[src/rtl/core/uvs_pkg.sv]
// Shared types, widths and constants for the UV sphere vertex generator.
`timescale 1ns / 1ps
`default_nettype none
package uvs_pkg;

    localparam int CNT_W     = 11;   // ring/segment counts and indexes
    localparam int RAD_W     = 16;   // radius, unsigned Q8.8
    localparam int FRAC      = 30;   // Q30 angle and trig fractions
    localparam int MAG_W     = 31;   // Q30 magnitude, holds 1.0
    localparam int DEN_W     = 12;   // divisor width, holds 2 * rings
    localparam int DIV_NUM_W = 43;   // (4 * index) << 30
    localparam int TEX_W     = 17;   // Q0.16 with 1.0 representable
    localparam int POS_W     = 17;
    localparam int NORM_W    = 16;
    localparam int CFG_AW    = 2;
    localparam int CFG_DW    = 16;

    localparam int MAX_GRID_DEF = 1024;

    localparam logic [RAD_W-1:0] RADIUS_RST = 16'd256;
    localparam logic [CNT_W-1:0] RINGS_RST  = 11'd16;
    localparam logic [CNT_W-1:0] SEGS_RST   = 11'd32;

    localparam logic [MAG_W-1:0] ONE_Q30 = 31'h4000_0000;

    // Odd Taylor terms of sin(pi/2 * x), Q30, highest order first.
    localparam int HORNER_STEPS = 5;
    localparam logic [MAG_W-1:0] SIN_COEF [0:HORNER_STEPS] = '{
        31'd3864, 31'd172272, 31'd5026995, 31'd85569306,
        31'd693598668, 31'd1686629713
    };
    localparam int SIN_LAT = HORNER_STEPS + 2;

    typedef enum logic [CFG_AW-1:0] {
        CFG_RADIUS = 2'd0,
        CFG_RINGS  = 2'd1,
        CFG_SEGS   = 2'd2
    } t_cfg_reg;

    // Beat metadata that rides beside the trig pipeline.
    typedef struct packed {
        logic             clamped;
        logic [TEX_W-1:0] tex_u;
        logic [TEX_W-1:0] tex_v;
        logic [1:0]       quad_t;
        logic [1:0]       quad_p;
    } t_side;

endpackage
`default_nettype wire

[src/rtl/core/uvs_div.sv]
// Pipelined restoring divider, one quotient bit per stage.
`timescale 1ns / 1ps
`default_nettype none
module uvs_div #(
    parameter int NUM_W = uvs_pkg::DIV_NUM_W,
    parameter int DEN_W = uvs_pkg::DEN_W
) (
    input  wire              i_clk,
    input  wire              i_en,
    input  wire [NUM_W-1:0]  i_num,
    input  wire [DEN_W-1:0]  i_den,
    output logic [NUM_W-1:0] o_quo
);

    logic [DEN_W-1:0] r_rem [NUM_W];
    logic [NUM_W-1:0] r_nq  [NUM_W];
    logic [DEN_W-1:0] n_rem [NUM_W];
    logic [NUM_W-1:0] n_nq  [NUM_W];

    genvar k;
    generate
        for (k = 0; k < NUM_W; k++) begin : g_stage
            logic [DEN_W-1:0] w_rem_in;
            logic [NUM_W-1:0] w_nq_in;
            logic [DEN_W:0]   w_trial;
            logic [DEN_W:0]   w_diff;
            logic             w_ge;

            if (k == 0) begin : g_first
                assign w_rem_in = '0;
                assign w_nq_in  = i_num;
            end else begin : g_next
                assign w_rem_in = r_rem[k-1];
                assign w_nq_in  = r_nq[k-1];
            end

            // shift in the next numerator bit, subtract when it fits
            assign w_trial = {w_rem_in, w_nq_in[NUM_W-1]};
            assign w_diff  = w_trial - {1'b0, i_den};
            assign w_ge    = (w_trial >= {1'b0, i_den});
            assign n_rem[k] = w_ge ? w_diff[DEN_W-1:0] : w_trial[DEN_W-1:0];
            assign n_nq[k]  = {w_nq_in[NUM_W-2:0], w_ge};
        end
    endgenerate

    always_ff @(posedge i_clk) begin
        if (i_en) begin
            for (int s = 0; s < NUM_W; s++) begin
                r_rem[s] <= n_rem[s];
                r_nq[s]  <= n_nq[s];
            end
        end
    end

    assign o_quo = r_nq[NUM_W-1];

endmodule
`default_nettype wire

[config.mk]
export PLATFORM = sky130hd
export DESIGN_NAME = uvs_div
export DESIGN_NICKNAME = d
export VERILOG_FILES = /design/src/rtl/core/uvs_pkg.sv /design/src/rtl/core/uvs_div.sv
export SDC_FILE = /design/constraint.sdc
export NUM_CORES = 2
export LEC_CHECK = 0
export BUFFER_PORTS_ARGS = -buffer_cell sky130_fd_sc_hd__buf_2
export CAP_MARGIN = 15
export CORE_MARGIN = 5
export CORE_UTILIZATION = 25
export CTS_CLUSTER_DIAMETER = 60
export DETAILED_ROUTE_END_ITERATION = 6
export PLACE_DENSITY_LB_ADDON = 0.15
export SYNTH_ARGS = -nofsm -noshare
export SYNTH_HDL_FRONTEND = slang
export SYNTH_SLANG_ARGS = --single-unit
export TNS_END_PERCENT = 50
[constraint.sdc]
create_clock -name i_clk -period 5.2 [get_ports i_clk]
set_input_delay 1.04 -clock i_clk [delete_from_list [all_inputs] [get_ports i_clk]]
set_output_delay 1.04 -clock i_clk [all_outputs]
set_load 0.01 [all_outputs]
==> Word-level counts from Yosys, hierarchy flattened <==
Memory sizes are Yosys's and may differ from the RTL's.
Index checks and enable logic that the tools add are counted.
{ "word_totals": {"mem_count": 2, "ff_bits": 0, "ram_bits": 2365} }
{ "op_classes": {"addsub": 43, "n_lt_le_gt_ge": 43, "muxes": 45} }
{ "mem_list": {"columns": ["memory", "words", "width", "read_ports", "rd_ports_with_merged_regs", "wr", "line_no", "rtl"], "rows": [
  ["r_nq", 43, 43, 43, 0, 43, "uvs_div.sv:16", "logic [NUM_W-1:0] r_nq [NUM_W];"],
  ["r_rem", 43, 12, 42, 0, 43, "uvs_div.sv:15", "logic [DEN_W-1:0] r_rem [NUM_W];"]
]} }
{ "ops": {"columns": ["op", "count"], "rows": [
  [">= comparator 13 x 12 -> 1 bit", 42],
  ["2-to-1 mux 12 bit", 43],
  ["subtractor 12 bit", 42],
  [">= comparator 1 x 12 -> 1 bit", 1],
  ["subtractor 1 x 12 -> 12 bit", 1],
  ["2-to-1 mux 1 bit", 2]
]} }

==> Logic depth before layout (Yosys ltp) <==
An unclocked memory read counts as a cell.
{ "logic_depth": {"depth_word": 3, "depth_mapped": 10} }

==> Worst setup path before layout <==
Ideal clock, no wire load.
{ "synth_timing": {"path_type": "input -> register", "from": "input port i_den[1]", "to": "memory r_rem[6][4] (netlist: r_rem[0][76]) (data pin)", "arrival_ns": 4.111, "t_required_ns": 4.940, "setup_time_ns": 0.260, "stages": 10, "path_buffers": 1, "path_slack_ns": 0.829, "path_cell_list": "inv_1 ha_1 nor2b_4 o31a_1 or3_1 a21oi_2 a21oi_2 a2111oi_4 buf_6 mux2_4"} }
{ "synth_rtl": {"columns": ["element", "line_no", "rtl"], "rows": [
  ["start, declared", "uvs_div.sv:11", "input wire [DEN_W-1:0] i_den,"],
  ["end, declared", "uvs_div.sv:15", null]
]} }

==> impl_metrics.py <==
metrics = {
    "grt": {
        "grtUsageMet2_pct": 14.8,
        "met1_usage_pct": 13.5,
        "grt_first_pass_wirelength_mm": 311,
        "grt_usage_pct": 9.57,
        "overflow": 0,
        "antenna_found_initial": 4,
        "grt_pass1_vias": 53000,
        "top_usage_layer": "met2",
        "grt_max_degree": 177,
        "grt_use_met3_pct": 1.98,
    },
    "setup_path": {
        "end_kind": "register",
        "crit_type": "in2reg",
        "crit_required_ns": 5.79,
        "cp_max_fo": 15,
        "arrival_ns": 4.03,
        "r2r_start": "r_rem[0][61]$_DFFE_PP_",
        "r2r_cells": 9,
        "startpoint_type": "input pin",
        "r2r_end": "r_rem[0][75]$_DFFE_PP_",
        "rrSetupSlack_ns": 2.21,
    },
    "outcome": {
        "status": "finished clean",
    },
    "yosys": {
        "synthFlopType": "edfxtp_1",
        "synthArstFlopShare_pct": 0,
        "synth_top_area_cell": "edfxtp_1",
        "yosys-top-cells-count": "edfxtp_1 (2353), ha_1 (506), nand2_1 (491)",
        "yosysSeqAreaShare_pct": 72.1,
        "ys_warn_count": 0,
        "syn_inst": 6270,
        "yosysTopAreaCellShare_pct": 72.1,
        "syn_area_sq_um": 98000,
        "ys_types": 52,
        "synth.most_common_cell": "edfxtp_1",
        "synth.area.top_cells": "edfxtp_1 (72%), ha_1 (6.5%), o21ai_0 (2.1%), nand2_1 (1.9%), xnor2_1 (1.8%)",
        "synth_edf_count": 2353,
        "synth-seq-cells": 2353,
        "synth_nets": 6874,
        "syn_area_per_cell_sq_um": 15.6,
    },
    "clocking": {
        "post-cts-setup-buffers": 0,
        "cts_tree": "built",
        "ctsHoldBuffers": 0,
        "clk_path_buf_depth": 4,
        "cts_sinks": 2353,
        "clkTransAtPathRegs_ns": 0.06,
        "clock_latency_ns": 0.89,
        "cts_made_buffers": 318,
        "clockRootBuffer": "clkbuf_16",
        "cts_resized": 0,
        "htreeDepth": 5,
    },
    "detailed_routing": {
        "ant_nets": 0,
        "drt-vias-per-instance": 4.25,
        "wl_mm": 200,
        "post_drt_wl_per_cell_microns": 16.3,
        "initialDrtViolationCount": 3557,
        "first_pass_iters": 5,
        "drc": 0,
        "vias": 52000,
    },
    "finish": {
        "fin_cells": 12200,
        "fillers": 38800,
        "multi_input_area_sq_um": 26300,
        "area_delta_synth_final_pct": 19.0,
        "final_area_sq_um": 117000,
        "drive_above_1_share_pct": 12.3,
        "final_nets": 7353,
        "regArea_sq_um": 70700,
        "final_util_pct": 29.8,
    },
    "floorplanning": {
        "die_width_microns": 636,
        "floorplan.initialDensity_pct": 25.0,
        "dieArea_sq_um": 405000,
        "die_h_microns": 636,
        "std_cell_rows": 230,
        "num_io_pins": 100,
        "coreArea_sq_um": 391000,
    },
    "timing": {
        "min_period_over_period_pct": 66.0,
        "finClkSkew_ns": 0.0516,
        "fin_crit_ns": 3.43,
        "hold_viol_final": 0,
        "worst_pin_slew_ns": 1.12,
        "slew_violations": 0,
        "setup-violations-final": 0,
        "fmax_mhz": 291,
        "max-slew-margin-rel_pct": 24.5,
        "tns_ns": 0,
        "rsz0062_at_grt": "no",
    },
    "power": {
        "vdd_drop_max_uv": 284,
        "combPwrFrac_pct": 28.1,
        "power.switching_uw": 20800,
        "swShare_pct": 30.8,
        "p_int_uw": 46900,
        "power_frac_clock_pct": 31.7,
        "leakage_uw": 0.0419,
        "power.density_nw_per_um2": 581,
        "p_seq_share_pct": 40.2,
    },
    "run": {
        "cap_violations": 0,
    },
    "placement": {
        "portBuffers": 99,
        "gp_congestion": 0.783,
        "hpwlAfterDp_mm": 125,
        "dp.cells": 11600,
        "placed_area_sq_um": 106000,
    },
    "min_path": {
        "holdPathStages": 1,
        "hp-start": "i_num[21]",
        "hold_path_class": "in2reg",
        "whs_endpoint": "r_nq[0][22]$_DFFE_PP_",
    },
}
==> flip-flops by register name, summed over array words and instances, names as in the netlist <==
| register | cells |
|---|---|
| r_nq | 1849 |
| r_rem | 504 |
==> through the flow <==
step,hold WS (ns),total power (uW),setup slack (ns)
floorplan,0.400,40800,0.829
finish,0.309,67700,1.77
detailed placement,0.405,46600,0.870
global placement,0.400,46500,0.864
CTS,0.180,68900,1.86
global route,0.219,72200,1.63
==> how the worst max path moves through the flow <==
stage	start	cells past startpoint	endpoint	slack [ns]
global route	i_den[3]	11	r_rem[2][83]$_DFFE_PP_	1.63
global placement	i_den[6]	11	r_rem[1][174]$_DFFE_PP_	0.86
floorplan	i_den[1]	10	r_rem[0][76]$_DFFE_PP_	0.83
finish	i_den[6]	11	r_rem[2][83]$_DFFE_PP_	1.77
detailed placement	i_den[6]	11	r_rem[2][78]$_DFFE_PP_	0.87
CTS	i_den[3]	11	r_rem[2][83]$_DFFE_PP_	1.86
==> power by group through the flow <==
| stage | registers [uW] | logic [uW] | clock network, uW |
|---|---|---|---|
| final | 27200 | 19000 | 21400 |
| after global routing | 27500 | 21400 | 23300 |
| after CTS | 27300 | 19100 | 22500 |
| after detailed placement | 27600 | 19000 | 0 |
| after global placement | 27700 | 18800 | 0 |
| after floorplan | 26600 | 14200 | 0 |
==> layout by cell type (no fill, tap or decap), types with 108 or more instances in the layout <==
cell type | netlist | routed
nand3_1 | 108 | 108
o21ai_0 | 420 | 420
clkbuf_16 | 0 | 323
nor2b_1 | 135 | 135
o21a_1 | 132 | 132
buf_4 | 0 | 114
a21oi_1 | 199 | 199
nor2_1 | 206 | 206
xor2_1 | 109 | 109
xnor2_1 | 200 | 200
a21o_1 | 216 | 216
edfxtp_1 | 2353 | 2353
ha_1 | 506 | 506
nor3_1 | 168 | 168
inv_1 | 189 | 178
nand2_1 | 491 | 491
==> routing by layer <==
metal,wire length (microns),up-vias
li1,-,25300
met1,96800,25400
met2,88700,920
met3,9060,359
met4,5340,0
met5,0,-
==> critical path, stage by stage <==
cell      delay, ns
buf_2          0.11
clkinv_2       0.48
buf_12         0.41
ha_1           0.37
a21o_1         0.20
a21o_1         0.19
a21oi_1        0.19
o21ai_0        0.13
nor2_1         0.37
inv_1          0.16
mux2_2         0.30
==> area by class of cell <==
cell class                      instances  area share (%)
Sequential cell                      2353            60.6
Multi-Input combinational cell       3644            22.5
Clock buffer                          368            7.08
Tap cell                             5220            5.60
Clock inverter                        207            1.87
Timing Repair Buffer                  241            1.67
Inverter                              191           0.623
Antenna cell                            3         0.00644
==> cells by family after synthesis <==
group	synth area share, %
XOR/XNOR	2.76
multiplexers	1.36
adder cells (fa/ha/maj)	7.30
AND/OR/NAND/NOR	6.52
buffers and inverters	1.07
AO/OA/AOI/OAI	8.87
flip-flops	72.1
No activity file was read; power rests on OpenSTA's default activity.
